## config.mk

```make
export PLATFORM = sky130hd
export DESIGN_NAME = ansi_escape_text_renderer_unit
export DESIGN_NICKNAME = d
export VERILOG_FILES = /design/src/rtl/aetr_pkg.sv /design/src/rtl/aetr_ctrl.sv /design/src/rtl/aetr_dp.sv /design/src/rtl/ansi_escape_text_renderer_unit.sv
export SDC_FILE = /design/constraint.sdc
export NUM_CORES = 1
export LEC_CHECK = 0
export BUFFER_PORTS_ARGS = -buffer_cell sky130_fd_sc_hd__buf_2
export CELL_PAD_IN_SITES_DETAIL_PLACEMENT = 1
export CELL_PAD_IN_SITES_GLOBAL_PLACEMENT = 1
export CORE_ASPECT_RATIO = 1.1
export CORE_UTILIZATION = 52
export CTS_BUF_LIST = sky130_fd_sc_hd__clkbuf_4 sky130_fd_sc_hd__clkbuf_8
export CTS_CLUSTER_DIAMETER = 200
export DETAILED_ROUTE_END_ITERATION = 10
export GPL_TIMING_DRIVEN = 0
export MAX_ROUTING_LAYER = met4
export PLACE_DENSITY_LB_ADDON = 0.08
export SLEW_MARGIN = 0
export SYNTH_ARGS = -nofsm -noshare
export SYNTH_HDL_FRONTEND = slang
export SYNTH_SLANG_ARGS = --single-unit
```

## constraint.sdc

```tcl
create_clock -name clk -period 6 [get_ports clk]
set_input_delay 1.2 -clock clk [delete_from_list [all_inputs] [get_ports clk]]
set_output_delay 1.2 -clock clk [all_outputs]
set_load 0.05 [all_outputs]
```

## src/rtl/aetr_pkg.sv

```systemverilog
// Shared types, command codes and character constants for the escape text renderer.
// No dependencies; used by aetr_ctrl, aetr_dp and the top level.
package aetr_pkg;

    localparam int MAX_PARAMS_DEF = 16;

    localparam logic [9:0] PARAM_LIMIT = 10'd1023;

    localparam logic [7:0] CH_LF     = 8'd10;
    localparam logic [7:0] CH_CR     = 8'd13;
    localparam logic [7:0] CH_ESC    = 8'd27;
    localparam logic [7:0] CH_DEL    = 8'd127;
    localparam logic [7:0] CH_SPACE  = 8'd32;
    localparam logic [7:0] CH_LBR    = 8'h5B;
    localparam logic [7:0] CH_SEMI   = 8'h3B;
    localparam logic [7:0] CH_ZERO   = 8'h30;
    localparam logic [7:0] CH_NINE   = 8'h39;
    localparam logic [7:0] CH_UP     = 8'h41;
    localparam logic [7:0] CH_DOWN   = 8'h42;
    localparam logic [7:0] CH_RIGHT  = 8'h43;
    localparam logic [7:0] CH_LEFT   = 8'h44;
    localparam logic [7:0] CH_POS    = 8'h48;
    localparam logic [7:0] CH_ED     = 8'h4A;
    localparam logic [7:0] CH_EL     = 8'h4B;
    localparam logic [7:0] CH_SGR    = 8'h6D;
    localparam logic [7:0] CH_SAVE   = 8'h73;
    localparam logic [7:0] CH_REST   = 8'h75;

    localparam logic [1:0] ACT_WRITE     = 2'd0;
    localparam logic [1:0] ACT_ERASE_ALL = 2'd1;
    localparam logic [1:0] ACT_ERASE_EOL = 2'd2;

    localparam logic CFG_COLS = 1'b0;
    localparam logic CFG_ROWS = 1'b1;

    localparam logic [7:0] COLS_RST = 8'd80;
    localparam logic [7:0] ROWS_RST = 8'd24;
    localparam logic [2:0] FG_RST   = 3'd7;
    localparam logic [2:0] BG_RST   = 3'd0;

    localparam logic [9:0] SGR_RESET    = 10'd0;
    localparam logic [9:0] SGR_BOLD     = 10'd1;
    localparam logic [9:0] SGR_FAINT    = 10'd2;
    localparam logic [9:0] SGR_BOLD_OFF = 10'd21;
    localparam logic [9:0] SGR_NORMAL   = 10'd22;
    localparam logic [9:0] SGR_UNDER    = 10'd4;
    localparam logic [9:0] SGR_BLINK    = 10'd5;
    localparam logic [9:0] SGR_REV      = 10'd7;
    localparam logic [9:0] SGR_UNDER_OFF = 10'd24;
    localparam logic [9:0] SGR_BLINK_OFF = 10'd25;
    localparam logic [9:0] SGR_REV_OFF  = 10'd27;
    localparam logic [9:0] SGR_FG_LO    = 10'd30;
    localparam logic [9:0] SGR_FG_HI    = 10'd37;
    localparam logic [9:0] SGR_BG_LO    = 10'd40;
    localparam logic [9:0] SGR_BG_HI    = 10'd47;
    localparam logic [2:0] UNDER_FG     = 3'd4;

    localparam int ATTR_BOLD  = 0;
    localparam int ATTR_UNDER = 1;
    localparam int ATTR_BLINK = 2;
    localparam int ATTR_REV   = 3;

    localparam logic [3:0] OP_NONE     = 4'd0;
    localparam logic [3:0] OP_LOAD     = 4'd1;
    localparam logic [3:0] OP_CLEAR    = 4'd2;
    localparam logic [3:0] OP_DIGIT_RD = 4'd3;
    localparam logic [3:0] OP_DIGIT_WR = 4'd4;
    localparam logic [3:0] OP_SEMI     = 4'd5;
    localparam logic [3:0] OP_ARG_RD0  = 4'd6;
    localparam logic [3:0] OP_ARG_RD1  = 4'd7;
    localparam logic [3:0] OP_EXEC     = 4'd8;
    localparam logic [3:0] OP_SGR_RST  = 4'd9;
    localparam logic [3:0] OP_SGR_RD   = 4'd10;
    localparam logic [3:0] OP_SGR_STEP = 4'd11;
    localparam logic [3:0] OP_EMIT     = 4'd12;

    typedef struct packed {
        logic [3:0] op;
    } cmd_t;

    typedef struct packed {
        logic is_cr;
        logic is_esc;
        logic is_lbr;
        logic is_digit;
        logic is_semi;
        logic is_ctrl;
        logic fin_emit;
        logic fin_sgr;
        logic cnt_ok;
        logic sgr_empty;
        logic sgr_last;
        logic out_free;
    } sts_t;

    typedef struct packed {
        logic [2:0] fg;
        logic [2:0] bg;
        logic [3:0] attr;
    } style_t;

endpackage

```

## src/rtl/aetr_ctrl.sv

```systemverilog
// Sequencer for the escape text renderer: parse phase and per-byte step control.
// Depends on aetr_pkg; drives aetr_dp through cmd_t and reads sts_t.
module aetr_ctrl
(
    input  logic            clk,
    input  logic            rst_n,
    input  logic            in_valid,
    output logic            in_ready,
    input  aetr_pkg::sts_t  sts,
    output aetr_pkg::cmd_t  cmd
);

    localparam logic [2:0] S_IDLE   = 3'd0;
    localparam logic [2:0] S_DECODE = 3'd1;
    localparam logic [2:0] S_ACC    = 3'd2;
    localparam logic [2:0] S_ARG    = 3'd3;
    localparam logic [2:0] S_EXEC   = 3'd4;
    localparam logic [2:0] S_SGR    = 3'd5;

    localparam logic [1:0] PH_GROUND = 2'd0;
    localparam logic [1:0] PH_ESC    = 2'd1;
    localparam logic [1:0] PH_CSI    = 2'd2;

    logic [2:0] state_reg;
    logic [2:0] state_next;
    logic [1:0] phase_reg;
    logic [1:0] phase_next;

    always_ff @(posedge clk or negedge rst_n)
    begin
        if (!rst_n)
        begin
            state_reg <= S_IDLE;
            phase_reg <= PH_GROUND;
        end
        else
        begin
            state_reg <= state_next;
            phase_reg <= phase_next;
        end
    end

    always_comb
    begin
        state_next = state_reg;
        phase_next = phase_reg;
        cmd.op     = aetr_pkg::OP_NONE;
        in_ready   = 1'b0;
        unique case (state_reg)
            S_IDLE:
            begin
                in_ready = 1'b1;
                if (in_valid)
                begin
                    cmd.op     = aetr_pkg::OP_LOAD;
                    state_next = S_DECODE;
                end
            end
            S_DECODE:
            begin
                if (sts.is_cr)
                begin
                    state_next = S_IDLE;
                end
                else if (phase_reg == PH_ESC)
                begin
                    state_next = S_IDLE;
                    if (sts.is_lbr)
                    begin
                        phase_next = PH_CSI;
                        cmd.op     = aetr_pkg::OP_CLEAR;
                    end
                    else if (!sts.is_esc)
                    begin
                        phase_next = PH_GROUND;
                    end
                end
                else if (phase_reg == PH_CSI)
                begin
                    if (sts.is_digit)
                    begin
                        cmd.op     = aetr_pkg::OP_DIGIT_RD;
                        state_next = sts.cnt_ok ? S_ACC : S_IDLE;
                    end
                    else if (sts.is_semi)
                    begin
                        cmd.op     = aetr_pkg::OP_SEMI;
                        state_next = S_IDLE;
                    end
                    else
                    begin
                        phase_next = PH_GROUND;
                        if (sts.fin_sgr && sts.sgr_empty)
                        begin
                            cmd.op     = aetr_pkg::OP_SGR_RST;
                            state_next = S_IDLE;
                        end
                        else if (sts.fin_sgr)
                        begin
                            cmd.op     = aetr_pkg::OP_SGR_RD;
                            state_next = S_SGR;
                        end
                        else
                        begin
                            cmd.op     = aetr_pkg::OP_ARG_RD0;
                            state_next = S_ARG;
                        end
                    end
                end
                else
                begin
                    phase_next = PH_GROUND;
                    if (sts.is_esc)
                    begin
                        phase_next = PH_ESC;
                        state_next = S_IDLE;
                    end
                    else if (sts.is_ctrl)
                    begin
                        state_next = S_IDLE;
                    end
                    else if (sts.out_free)
                    begin
                        cmd.op     = aetr_pkg::OP_EMIT;
                        state_next = S_IDLE;
                    end
                end
            end
            S_ACC:
            begin
                cmd.op     = aetr_pkg::OP_DIGIT_WR;
                state_next = S_IDLE;
            end
            S_ARG:
            begin
                cmd.op     = aetr_pkg::OP_ARG_RD1;
                state_next = S_EXEC;
            end
            S_EXEC:
            begin
                if (!sts.fin_emit || sts.out_free)
                begin
                    cmd.op     = aetr_pkg::OP_EXEC;
                    state_next = S_IDLE;
                end
            end
            S_SGR:
            begin
                cmd.op = aetr_pkg::OP_SGR_STEP;
                if (sts.sgr_last)
                begin
                    state_next = S_IDLE;
                end
            end
            default:
            begin
                state_next = S_IDLE;
            end
        endcase
    end

    a_emit_free: assert property (@(posedge clk) disable iff (!rst_n)
        (cmd.op == aetr_pkg::OP_EMIT) || (cmd.op == aetr_pkg::OP_EXEC && sts.fin_emit)
        |-> sts.out_free)
        else $error("result issued while output register is held");

    a_acc_from_csi: assert property (@(posedge clk) disable iff (!rst_n)
        (state_reg == S_ACC) |-> ($past(state_reg) == S_DECODE && $past(phase_reg) == PH_CSI))
        else $error("digit accumulate outside a control sequence");

    a_csi_from_esc: assert property (@(posedge clk) disable iff (!rst_n)
        (phase_reg == PH_CSI && $past(phase_reg) != PH_CSI) |-> ($past(phase_reg) == PH_ESC))
        else $error("control sequence entered without escape");

endmodule

```

## src/rtl/aetr_dp.sv

```systemverilog
// Datapath for the escape text renderer: parameter buffer, cursor, style and result register.
// Depends on aetr_pkg; controlled by aetr_ctrl through cmd_t, reports sts_t.
module aetr_dp
#(
    parameter int MAX_PARAMS = aetr_pkg::MAX_PARAMS_DEF
)
(
    input  logic            clk,
    input  logic            rst_n,
    input  aetr_pkg::cmd_t  cmd,
    output aetr_pkg::sts_t  sts,
    input  logic [7:0]      text_byte,
    input  logic            cfg_we,
    input  logic            cfg_index,
    input  logic [7:0]      cfg_data,
    output logic            out_valid,
    input  logic            out_ready,
    output logic [1:0]      action,
    output logic [7:0]      row,
    output logic [7:0]      column,
    output logic [7:0]      glyph,
    output logic [2:0]      foreground,
    output logic [2:0]      background,
    output logic            bold_on,
    output logic            underline_on,
    output logic            blink_on,
    output logic            reverse_on
);

    localparam int IDX_W = $clog2(MAX_PARAMS);
    localparam int CNT_W = $clog2(MAX_PARAMS + 2);

    logic [7:0]            byte_reg;
    logic [7:0]            cols_reg;
    logic [7:0]            rows_reg;
    logic [9:0]            mem [MAX_PARAMS];
    logic [MAX_PARAMS-1:0] vld_reg;
    logic [CNT_W-1:0]      cnt_reg;
    logic [CNT_W-1:0]      cnt_next;
    logic [IDX_W-1:0]      idx_reg;
    logic [IDX_W-1:0]      idx_next;
    logic [9:0]            rdata_reg;
    logic [9:0]            arg0_reg;
    logic [7:0]            row_reg, row_next;
    logic [7:0]            col_reg, col_next;
    logic [7:0]            srow_reg, srow_next;
    logic [7:0]            scol_reg, scol_next;
    aetr_pkg::style_t      style_reg, style_next;
    logic                  out_valid_reg, out_valid_next;
    logic [1:0]            act_reg, act_next;
    logic [7:0]            orow_reg, orow_next;
    logic [7:0]            ocol_reg, ocol_next;
    logic [7:0]            glyph_reg, glyph_next;
    aetr_pkg::style_t      ostyle_reg;

    logic [7:0]            last_row, last_col;
    logic [7:0]            new_cols, new_rows, new_last_row, new_last_col;
    logic [CNT_W-1:0]      eff_cnt, sgr_k;
    logic                  rd_en, mem_we, emit_en;
    logic [IDX_W-1:0]      rd_addr, wr_addr;
    logic [13:0]           acc;
    logic [9:0]            wdata;
    logic [9:0]            step_n, pos_r, pos_c;
    logic                  out_free;

    function automatic aetr_pkg::style_t sgr_apply(aetr_pkg::style_t s, logic [9:0] n);
        aetr_pkg::style_t r;
        logic [9:0]       d;
        r = s;
        d = 10'd0;
        case (n) inside
            aetr_pkg::SGR_RESET:
            begin
                r.attr = 4'd0;
                r.fg   = aetr_pkg::FG_RST;
                r.bg   = aetr_pkg::BG_RST;
            end
            aetr_pkg::SGR_BOLD:      r.attr[aetr_pkg::ATTR_BOLD] = 1'b1;
            aetr_pkg::SGR_FAINT, aetr_pkg::SGR_BOLD_OFF, aetr_pkg::SGR_NORMAL:
                r.attr[aetr_pkg::ATTR_BOLD] = 1'b0;
            aetr_pkg::SGR_UNDER:
            begin
                r.attr[aetr_pkg::ATTR_UNDER] = 1'b1;
                r.fg = aetr_pkg::UNDER_FG;
            end
            aetr_pkg::SGR_BLINK:     r.attr[aetr_pkg::ATTR_BLINK] = 1'b1;
            aetr_pkg::SGR_REV:
            begin
                r.attr[aetr_pkg::ATTR_REV] = 1'b1;
                r.fg = s.bg;
                r.bg = s.fg;
            end
            aetr_pkg::SGR_UNDER_OFF: r.attr[aetr_pkg::ATTR_UNDER] = 1'b0;
            aetr_pkg::SGR_BLINK_OFF: r.attr[aetr_pkg::ATTR_BLINK] = 1'b0;
            aetr_pkg::SGR_REV_OFF:
            begin
                r.attr[aetr_pkg::ATTR_REV] = 1'b0;
                r.fg = s.bg;
                r.bg = s.fg;
            end
            [aetr_pkg::SGR_FG_LO:aetr_pkg::SGR_FG_HI]:
            begin
                d    = n - aetr_pkg::SGR_FG_LO;
                r.fg = d[2:0];
            end
            [aetr_pkg::SGR_BG_LO:aetr_pkg::SGR_BG_HI]:
            begin
                d    = n - aetr_pkg::SGR_BG_LO;
                r.bg = d[2:0];
            end
            default: ;
        endcase
        return r;
    endfunction

    // zero-sized screen acts as one cell
    assign last_row = (rows_reg == 8'd0) ? 8'd0 : rows_reg - 8'd1;
    assign last_col = (cols_reg == 8'd0) ? 8'd0 : cols_reg - 8'd1;
    assign new_cols = (cfg_index == aetr_pkg::CFG_COLS) ? cfg_data : cols_reg;
    assign new_rows = (cfg_index == aetr_pkg::CFG_ROWS) ? cfg_data : rows_reg;
    assign new_last_col = (new_cols == 8'd0) ? 8'd0 : new_cols - 8'd1;
    assign new_last_row = (new_rows == 8'd0) ? 8'd0 : new_rows - 8'd1;

    assign eff_cnt = (cnt_reg == '0) ? CNT_W'(1) : cnt_reg;
    assign sgr_k   = (cnt_reg > CNT_W'(MAX_PARAMS)) ? CNT_W'(MAX_PARAMS) : cnt_reg;
    assign out_free = !out_valid_reg || out_ready;
    assign emit_en = (cmd.op == aetr_pkg::OP_EMIT) ||
                     (cmd.op == aetr_pkg::OP_EXEC && sts.fin_emit);

    always_comb
    begin
        sts.is_cr     = (byte_reg == aetr_pkg::CH_CR);
        sts.is_esc    = (byte_reg == aetr_pkg::CH_ESC);
        sts.is_lbr    = (byte_reg == aetr_pkg::CH_LBR);
        sts.is_digit  = (byte_reg >= aetr_pkg::CH_ZERO) && (byte_reg <= aetr_pkg::CH_NINE);
        sts.is_semi   = (byte_reg == aetr_pkg::CH_SEMI);
        sts.is_ctrl   = ((byte_reg < aetr_pkg::CH_SPACE) && (byte_reg != aetr_pkg::CH_LF)) ||
                        (byte_reg == aetr_pkg::CH_DEL);
        sts.fin_emit  = (byte_reg == aetr_pkg::CH_ED) || (byte_reg == aetr_pkg::CH_EL);
        sts.fin_sgr   = (byte_reg == aetr_pkg::CH_SGR);
        sts.cnt_ok    = (eff_cnt <= CNT_W'(MAX_PARAMS));
        sts.sgr_empty = (cnt_reg == '0);
        sts.sgr_last  = ((CNT_W'(idx_reg) + CNT_W'(1)) == sgr_k);
        sts.out_free  = out_free;
    end

    // parameter buffer ports
    always_comb
    begin
        rd_en   = 1'b1;
        rd_addr = '0;
        unique case (cmd.op)
            aetr_pkg::OP_DIGIT_RD: rd_addr = IDX_W'(eff_cnt - CNT_W'(1));
            aetr_pkg::OP_ARG_RD0:  rd_addr = '0;
            aetr_pkg::OP_SGR_RD:   rd_addr = '0;
            aetr_pkg::OP_ARG_RD1:  rd_addr = IDX_W'(1);
            aetr_pkg::OP_SGR_STEP: rd_addr = idx_reg + IDX_W'(1);
            default:               rd_en   = 1'b0;
        endcase
    end

    assign mem_we  = (cmd.op == aetr_pkg::OP_DIGIT_WR);
    assign wr_addr = IDX_W'(cnt_reg - CNT_W'(1));
    assign acc     = ({4'd0, rdata_reg} << 3) + ({4'd0, rdata_reg} << 1) +
                     {10'd0, byte_reg[3:0]};
    assign wdata   = (acc > {4'd0, aetr_pkg::PARAM_LIMIT}) ? aetr_pkg::PARAM_LIMIT : acc[9:0];

    always_ff @(posedge clk)
    begin
        if (mem_we)
        begin
            mem[wr_addr] <= wdata;
        end
        if (rd_en)
        begin
            rdata_reg <= vld_reg[rd_addr] ? mem[rd_addr] : 10'd0;
        end
    end

    always_comb
    begin
        cnt_next = cnt_reg;
        idx_next = idx_reg;
        unique case (cmd.op)
            aetr_pkg::OP_CLEAR:    cnt_next = '0;
            aetr_pkg::OP_DIGIT_RD: cnt_next = eff_cnt;
            aetr_pkg::OP_SEMI:     cnt_next = sts.cnt_ok ? eff_cnt + CNT_W'(1) : eff_cnt;
            aetr_pkg::OP_SGR_RD:   idx_next = '0;
            aetr_pkg::OP_SGR_STEP: idx_next = idx_reg + IDX_W'(1);
            default: ;
        endcase
    end

    assign step_n = (arg0_reg == 10'd0) ? 10'd1 : arg0_reg;
    assign pos_r  = (arg0_reg == 10'd0) ? 10'd0 : arg0_reg - 10'd1;
    assign pos_c  = (rdata_reg == 10'd0) ? 10'd0 : rdata_reg - 10'd1;

    always_comb
    begin
        row_next   = row_reg;
        col_next   = col_reg;
        srow_next  = srow_reg;
        scol_next  = scol_reg;
        style_next = style_reg;
        act_next   = aetr_pkg::ACT_WRITE;
        orow_next  = row_reg;
        ocol_next  = col_reg;
        glyph_next = 8'd0;
        unique case (cmd.op)
            aetr_pkg::OP_EXEC:
            begin
                unique case (byte_reg)
                    aetr_pkg::CH_UP:
                        if (step_n <= {2'd0, row_reg})
                            row_next = row_reg - step_n[7:0];
                    aetr_pkg::CH_DOWN:
                        if (step_n <= {2'd0, last_row - row_reg})
                            row_next = row_reg + step_n[7:0];
                    aetr_pkg::CH_RIGHT:
                        if (step_n <= {2'd0, last_col - col_reg})
                            col_next = col_reg + step_n[7:0];
                    aetr_pkg::CH_LEFT:
                        if (step_n <= {2'd0, col_reg})
                            col_next = col_reg - step_n[7:0];
                    aetr_pkg::CH_POS:
                        if (pos_r <= {2'd0, last_row} && pos_c <= {2'd0, last_col})
                        begin
                            row_next = pos_r[7:0];
                            col_next = pos_c[7:0];
                        end
                    aetr_pkg::CH_ED:
                    begin
                        act_next  = aetr_pkg::ACT_ERASE_ALL;
                        orow_next = 8'd0;
                        ocol_next = 8'd0;
                        row_next  = 8'd0;
                        col_next  = 8'd0;
                    end
                    aetr_pkg::CH_EL:
                        act_next = aetr_pkg::ACT_ERASE_EOL;
                    aetr_pkg::CH_SAVE:
                    begin
                        srow_next = row_reg;
                        scol_next = col_reg;
                    end
                    aetr_pkg::CH_REST:
                    begin
                        row_next = srow_reg;
                        col_next = scol_reg;
                    end
                    default: ;
                endcase
            end
            aetr_pkg::OP_EMIT:
            begin
                if (byte_reg == aetr_pkg::CH_LF)
                begin
                    act_next = aetr_pkg::ACT_ERASE_EOL;
                    col_next = 8'd0;
                    if (row_reg < last_row)
                        row_next = row_reg + 8'd1;
                end
                else
                begin
                    glyph_next = byte_reg;
                    if (col_reg < last_col)
                    begin
                        col_next = col_reg + 8'd1;
                    end
                    else if (row_reg < last_row)
                    begin
                        col_next = 8'd0;
                        row_next = row_reg + 8'd1;
                    end
                end
            end
            aetr_pkg::OP_SGR_RST:  style_next = sgr_apply(style_reg, aetr_pkg::SGR_RESET);
            aetr_pkg::OP_SGR_STEP: style_next = sgr_apply(style_reg, rdata_reg);
            default: ;
        endcase
        // shrinking the screen pulls both cursors inside
        if (cfg_we)
        begin
            if (row_reg > new_last_row)  row_next  = new_last_row;
            if (col_reg > new_last_col)  col_next  = new_last_col;
            if (srow_reg > new_last_row) srow_next = new_last_row;
            if (scol_reg > new_last_col) scol_next = new_last_col;
        end
    end

    assign out_valid_next = emit_en ? 1'b1 : (out_ready ? 1'b0 : out_valid_reg);

    always_ff @(posedge clk or negedge rst_n)
    begin
        if (!rst_n)
        begin
            cols_reg      <= aetr_pkg::COLS_RST;
            rows_reg      <= aetr_pkg::ROWS_RST;
            vld_reg       <= '0;
            cnt_reg       <= '0;
            idx_reg       <= '0;
            row_reg       <= 8'd0;
            col_reg       <= 8'd0;
            srow_reg      <= 8'd0;
            scol_reg      <= 8'd0;
            style_reg     <= '{fg: aetr_pkg::FG_RST, bg: aetr_pkg::BG_RST, attr: 4'd0};
            out_valid_reg <= 1'b0;
        end
        else
        begin
            if (cfg_we)
            begin
                cols_reg <= new_cols;
                rows_reg <= new_rows;
            end
            if (cmd.op == aetr_pkg::OP_CLEAR)
            begin
                vld_reg <= '0;
            end
            else if (mem_we)
            begin
                vld_reg[wr_addr] <= 1'b1;
            end
            cnt_reg       <= cnt_next;
            idx_reg       <= idx_next;
            row_reg       <= row_next;
            col_reg       <= col_next;
            srow_reg      <= srow_next;
            scol_reg      <= scol_next;
            style_reg     <= style_next;
            out_valid_reg <= out_valid_next;
        end
    end

    always_ff @(posedge clk)
    begin
        if (cmd.op == aetr_pkg::OP_LOAD)
        begin
            byte_reg <= text_byte;
        end
        if (cmd.op == aetr_pkg::OP_ARG_RD1)
        begin
            arg0_reg <= rdata_reg;
        end
        if (emit_en)
        begin
            act_reg    <= act_next;
            orow_reg   <= orow_next;
            ocol_reg   <= ocol_next;
            glyph_reg  <= glyph_next;
            ostyle_reg <= style_reg;
        end
    end

    assign out_valid    = out_valid_reg;
    assign action       = act_reg;
    assign row          = orow_reg;
    assign column       = ocol_reg;
    assign glyph        = glyph_reg;
    assign foreground   = ostyle_reg.fg;
    assign background   = ostyle_reg.bg;
    assign bold_on      = ostyle_reg.attr[aetr_pkg::ATTR_BOLD];
    assign underline_on = ostyle_reg.attr[aetr_pkg::ATTR_UNDER];
    assign blink_on     = ostyle_reg.attr[aetr_pkg::ATTR_BLINK];
    assign reverse_on   = ostyle_reg.attr[aetr_pkg::ATTR_REV];

    a_row_in_screen: assert property (@(posedge clk) disable iff (!rst_n)
        row_reg <= last_row)
        else $error("cursor row off screen");

    a_col_in_screen: assert property (@(posedge clk) disable iff (!rst_n)
        col_reg <= last_col)
        else $error("cursor column off screen");

    a_saved_in_screen: assert property (@(posedge clk) disable iff (!rst_n)
        (srow_reg <= last_row) && (scol_reg <= last_col))
        else $error("saved cursor off screen");

endmodule

```

## src/rtl/ansi_escape_text_renderer_unit.sv

```systemverilog
// Top level of the escape text renderer: controller plus datapath.
// Depends on aetr_pkg, aetr_ctrl and aetr_dp.
//
//  channel  | handshake             | payload
//  ---------+-----------------------+---------------------------------------------
//  input    | in_valid / in_ready   | text_byte
//  output   | out_valid / out_ready | action row column glyph foreground
//           |                       | background bold_on underline_on blink_on
//           |                       | reverse_on
//  config   | cfg_we                | cfg_index cfg_data
//
// A byte is accepted, then decoded; a digit is then accumulated; a cursor, erase,
// save or restore final reads a second parameter, then executes; an SGR final
// steps through the buffered parameters (one parameter buffer read per cycle).
// Reset clears all control state at once; no sweep of the parameter buffer.
// A byte that writes a result waits while the output register holds an untaken
// transfer; input is accepted again as soon as the sequencer is back in idle.
module ansi_escape_text_renderer_unit
#(
    parameter int MAX_PARAMS = aetr_pkg::MAX_PARAMS_DEF
)
(
    input  logic       clk,
    input  logic       rst_n,
    input  logic       in_valid,
    output logic       in_ready,
    input  logic [7:0] text_byte,
    output logic       out_valid,
    input  logic       out_ready,
    output logic [1:0] action,
    output logic [7:0] row,
    output logic [7:0] column,
    output logic [7:0] glyph,
    output logic [2:0] foreground,
    output logic [2:0] background,
    output logic       bold_on,
    output logic       underline_on,
    output logic       blink_on,
    output logic       reverse_on,
    input  logic       cfg_we,
    input  logic       cfg_index,
    input  logic [7:0] cfg_data
);

    aetr_pkg::cmd_t cmd;
    aetr_pkg::sts_t sts;

    aetr_ctrl u_ctrl
    (
        .clk      (clk),
        .rst_n    (rst_n),
        .in_valid (in_valid),
        .in_ready (in_ready),
        .sts      (sts),
        .cmd      (cmd)
    );

    aetr_dp
    #(
        .MAX_PARAMS (MAX_PARAMS)
    )
    u_dp
    (
        .clk          (clk),
        .rst_n        (rst_n),
        .cmd          (cmd),
        .sts          (sts),
        .text_byte    (text_byte),
        .cfg_we       (cfg_we),
        .cfg_index    (cfg_index),
        .cfg_data     (cfg_data),
        .out_valid    (out_valid),
        .out_ready    (out_ready),
        .action       (action),
        .row          (row),
        .column       (column),
        .glyph        (glyph),
        .foreground   (foreground),
        .background   (background),
        .bold_on      (bold_on),
        .underline_on (underline_on),
        .blink_on     (blink_on),
        .reverse_on   (reverse_on)
    );

endmodule

```

==> results.md <==
* Number of synthesized flops with an enable pin at around 220
* TritonCTS Sinks at about 310
* Switching share of total power at 0.3913
* Crit path arrival time at approximately 6.2 ns
* Chip height at between 200 and 250 um
* Type of the worst min-delay path: flip-flop to flip-flop
* Row count at between 70 and 80
* Final net count at about 2,400
* Reg power frac at 0.342
* Maximum clock frequency at 175.7 MHz
* Synth Register Bits at roughly 310
* Hold Violations, Final at 0
* Count of maximum capacitance violations at 0
* Area of the multi-input gates at roughly 11,000 sq um
* Post-synthesis instance total at 2,088
* Switching power at approximately 3.1 mW
* Synth Net Count at 2,286
* Worst Path Class, Setup: flip-flop to flip-flop
* TritonCTS clock tree: built
* Maximum fanout count along the critical path at 9
* Post-layout min period at approximately 5.7 ns
* Status: finished, final reports clean
* Die Outline Area at 40,040 sq um
* Worst endpoint required time at between 6 and 7 ns
* Most common cell after layout, fill and taps aside: sky130_fd_sc_hd__nand2_1
* Wire length of the first global-routing pass at about 100,000 um
* Overflow after GRT at 0
* Remaining design rule violation count at 0
* Layout cells sized above 1 at 0.1165
* Post-synth ARST share at 0.2843
* Fill cell count at 4,328
* Worst hold slack after final layout at ~0.44 ns
* Number of H-tree levels at 2
* Pin count of the biggest net entering global routing at 60
* Final period util at 0.9486
* Clock latency on the worst-skew pair at between 0.6 and 0.7 ns
* Via count of the first global-routing pass at between 15,000 and 20,000
* Number of warnings reported in the yosys synthesis log at 0
* Global Route Usage Sum at 0.3563
* Endpoint kind of the worst setup timing path: flip-flop
* IO Pins at 60
* Violation count after the first detailed-route iteration at between 800 and 900
* Worst clock skew at 0.03518 ns
* Final RePlAce weighted congestion at a little under 1
* CP startpoint kind: flip-flop
* CTS buffer count at between 50 and 60
* Power density relative to cell area at around 360 nW/um^2
* Root Buffer Master: sky130_fd_sc_hd__clkbuf_8
* TNS Setup at 0 ns
* Setup-failing EPs final at 0
* Number of flip-flops in the largest register at 160
* Signed area change from the synthesized netlist to the final layout at 10.64%
* Number of buffers inserted by port buffering at 57
* Post-CTS clock slew at the launch and capture registers of the worst setup and hold paths at around 0.06 ns
* Worst voltage drop across the vdd grid at 0.2414 mV
* Hold-fix buffer count after cts at 0
* Starting utilization of the core area at 0.5317
* Chip Width at between 150 and 200 um
* Antenna cells at 0
* Detailed Route WL at about 68,000 um
* Vias per Instance at 6.266
* Pint at between 4 and 5 mW
* Actual transition at the worst max-transition pin at 1.276 ns
* Number of antenna violations at the first check in global routing at 0
* Clock power frac at 0.259
* Leakage power total at between 9 and 10 nW
* Relative slew margins at 0.1419
* Top library cells by usage in the layout, fill and taps aside: 233 x sky130_fd_sc_hd__nand2_1, 224 x sky130_fd_sc_hd__edfxtp_1, 189 x sky130_fd_sc_hd__nor2_1
* Final-report max-slew violation count at 0
* Via count at 17,219
* Half-perimeter wire length after detailed placement at 51,390 um
* Antenna-violating nets left at 0
* Share of the yosys chip area belonging to registers at 0.4392
* Distinct cell type count after synthesis at 85
* Wire per inst at 24.76 um
* Core region area at approximately 38,000 sq um
* Count of TritonRoute iterations in the first routing pass at 5
* Sequential cell area in the final layout at 8962 sq um
* Max Buffers Root-to-Sink at 3
* Power share of the combinational group at 0.398
* Combined area of all synthesized cells at approximately 20,000 sq um
* Mean post-synth cell area at just under 10 sq um
* Commonest register cell after synthesis: sky130_fd_sc_hd__edfxtp_1
* Post-layout total power at 8.031 mW
[metrics by stage]
stage            util  instances  setup slack [ns]  instance area [sq um]
2_1_floorplan       -       2088            0.8445                  20410
4_1_cts        0.5877       2749            0.1390                  22560
3_3_place_gp   0.5554       2645           -0.1006                  21320
3_5_place_dp   0.5575       2649           -0.3055                  21400
6_report       0.5883       2748            0.3081                  22580
5_1_grt        0.5883       2748          -0.01653                  22580
[power by group through the flow]
stage          clock network (mW)  registers, mW  logic, mW
3_3_place_gp                    0           2.78       2.97
4_1_cts                      2.12           2.74       3.17
5_1_grt                      2.20           2.76       3.56
6_report                     2.08           2.75       3.20
2_1_floorplan                   0           2.68       2.26
3_5_place_dp                    0           2.79       3.14
[what timing repair did]
action,CTS,global route
endpoints found under the hold margin,0,0
resized for setup,2,6
endpoints found under the setup margin,4,17
pin swaps,0,0
setup buffers,0,0
[final timing paths]
| check | start | to | slack (ns) | cells after the start |
|---|---|---|---|---|
| max in group asynchronous | rst_n | u_dp.style_reg[9] | 4.72 | 2 |
| hold / removal | u_dp.style_reg[3] | u_dp.reverse_on | 0.44 | 0 |
| hold reg to reg | u_dp.style_reg[3] | u_dp.reverse_on | 0.44 | 0 |
| setup / recovery | u_dp.rows_reg[5] | u_dp.row_reg[6] | 0.31 | 20 |
| min in group asynchronous | rst_n | u_dp.rows_reg[2] | 0.49 | 1 |
| setup reg to reg | u_dp.rows_reg[5] | u_dp.row_reg[6] | 0.31 | 20 |
[worst max-delay path, cell delays in order (launching register included)]
cell                       delay (ns)
sky130_fd_sc_hd__dfrtp_1         0.44
sky130_fd_sc_hd__or4_1           0.62
sky130_fd_sc_hd__nor4b_4         0.43
sky130_fd_sc_hd__or2_2           0.27
sky130_fd_sc_hd__inv_1           0.10
sky130_fd_sc_hd__ha_1            0.32
sky130_fd_sc_hd__a21o_1          0.17
sky130_fd_sc_hd__a21o_1          0.19
sky130_fd_sc_hd__a21o_1          0.18
sky130_fd_sc_hd__a21o_1          0.19
sky130_fd_sc_hd__a21o_1          0.18
sky130_fd_sc_hd__a21oi_1         0.16
sky130_fd_sc_hd__xor2_1          0.16
sky130_fd_sc_hd__ha_1            0.28
sky130_fd_sc_hd__a21o_1          0.19
sky130_fd_sc_hd__o22a_1          0.26
sky130_fd_sc_hd__nand2b_2        0.35
sky130_fd_sc_hd__o21ai_0         0.33
sky130_fd_sc_hd__o21ai_0         0.12
sky130_fd_sc_hd__o311ai_0        0.46
sky130_fd_sc_hd__a22oi_1         0.13
[routing by layer]
layer / vias up / part of all wire / track usage
met1: 8641 / 0.38 / 0.3752
li1: 7886 / - / -
met3: 232 / 0.034 / 0.03746
met4: 0 / 0.073 / 0.2516
met2: 460 / 0.52 / 0.6204
met5: - / 0 / -
[cells by family (layout without fill, tap and decap cells)]
group	count (synthesis)	count (layout)	share of synthesized area
AO/OA/AOI/OAI	528	528	0.1718
XOR/XNOR	76	76	0.03262
adder cells (fa/ha/maj)	176	176	0.1109
buffers and inverters	203	363	0.03924
flip-flops	313	313	0.4392
multiplexers	73	73	0.03832
AND/OR/NAND/NOR	719	719	0.1680
[synth_stat cells (6+ instances only)]
cell                       number  area share
sky130_fd_sc_hd__mux2i_1       50       0.025
sky130_fd_sc_hd__nand2_1      233       0.043
sky130_fd_sc_hd__buf_2         25      0.0061
sky130_fd_sc_hd__o21bai_1      11      0.0040
sky130_fd_sc_hd__dfstp_2        7      0.0090
sky130_fd_sc_hd__o31a_1         6      0.0026
sky130_fd_sc_hd__o21ai_0       95       0.023
sky130_fd_sc_hd__nand2b_1      30      0.0092
sky130_fd_sc_hd__nand3_1       32      0.0078
sky130_fd_sc_hd__a31oi_1        6      0.0018
sky130_fd_sc_hd__o31ai_1       13      0.0048
sky130_fd_sc_hd__nor3b_1        9      0.0033
sky130_fd_sc_hd__clkbuf_1      79       0.015
sky130_fd_sc_hd__nand4_1       27      0.0083
sky130_fd_sc_hd__o221ai_1      10      0.0043
sky130_fd_sc_hd__a32oi_1       43       0.018
sky130_fd_sc_hd__fa_1           8      0.0078
sky130_fd_sc_hd__xnor2_1       51       0.022
sky130_fd_sc_hd__and2_1        16      0.0049
sky130_fd_sc_hd__nor4_1        10      0.0031
sky130_fd_sc_hd__inv_1         91       0.017
sky130_fd_sc_hd__edfxtp_1     224        0.33
sky130_fd_sc_hd__a21o_1        32       0.012
sky130_fd_sc_hd__mux2_2        21       0.012
sky130_fd_sc_hd__or3_1          9      0.0028
sky130_fd_sc_hd__a21oi_1      152       0.037
sky130_fd_sc_hd__o22ai_1       12      0.0037
sky130_fd_sc_hd__a211oi_1      27      0.0099
sky130_fd_sc_hd__nor2_1       190       0.035
sky130_fd_sc_hd__or2_2         27      0.0083
sky130_fd_sc_hd__xor2_1        25       0.011
sky130_fd_sc_hd__nand4b_1       6      0.0026
sky130_fd_sc_hd__o211ai_1      11      0.0040
sky130_fd_sc_hd__nor2b_1       38       0.012
sky130_fd_sc_hd__ha_1         168        0.10
sky130_fd_sc_hd__and3_1         8      0.0025
sky130_fd_sc_hd__a22oi_1       27      0.0099
sky130_fd_sc_hd__o21a_1        27      0.0099
sky130_fd_sc_hd__dfrtp_1       82        0.10
sky130_fd_sc_hd__nor3_1        55       0.013
[area by class of cell]
| class | count | area share |
|---|---|---|
| Buffer | 110 | 0.02000 |
| Multi-Input combinational cell | 1572 | 0.4740 |
| Clock buffer | 75 | 0.04295 |
| Timing Repair Buffer | 61 | 0.01529 |
| Tap cell | 500 | 0.02771 |
| Sequential cell | 313 | 0.3969 |
| Clock inverter | 25 | 0.007869 |
| Inverter | 92 | 0.01529 |
Note: power is estimated with default switching activity, not from simulation.
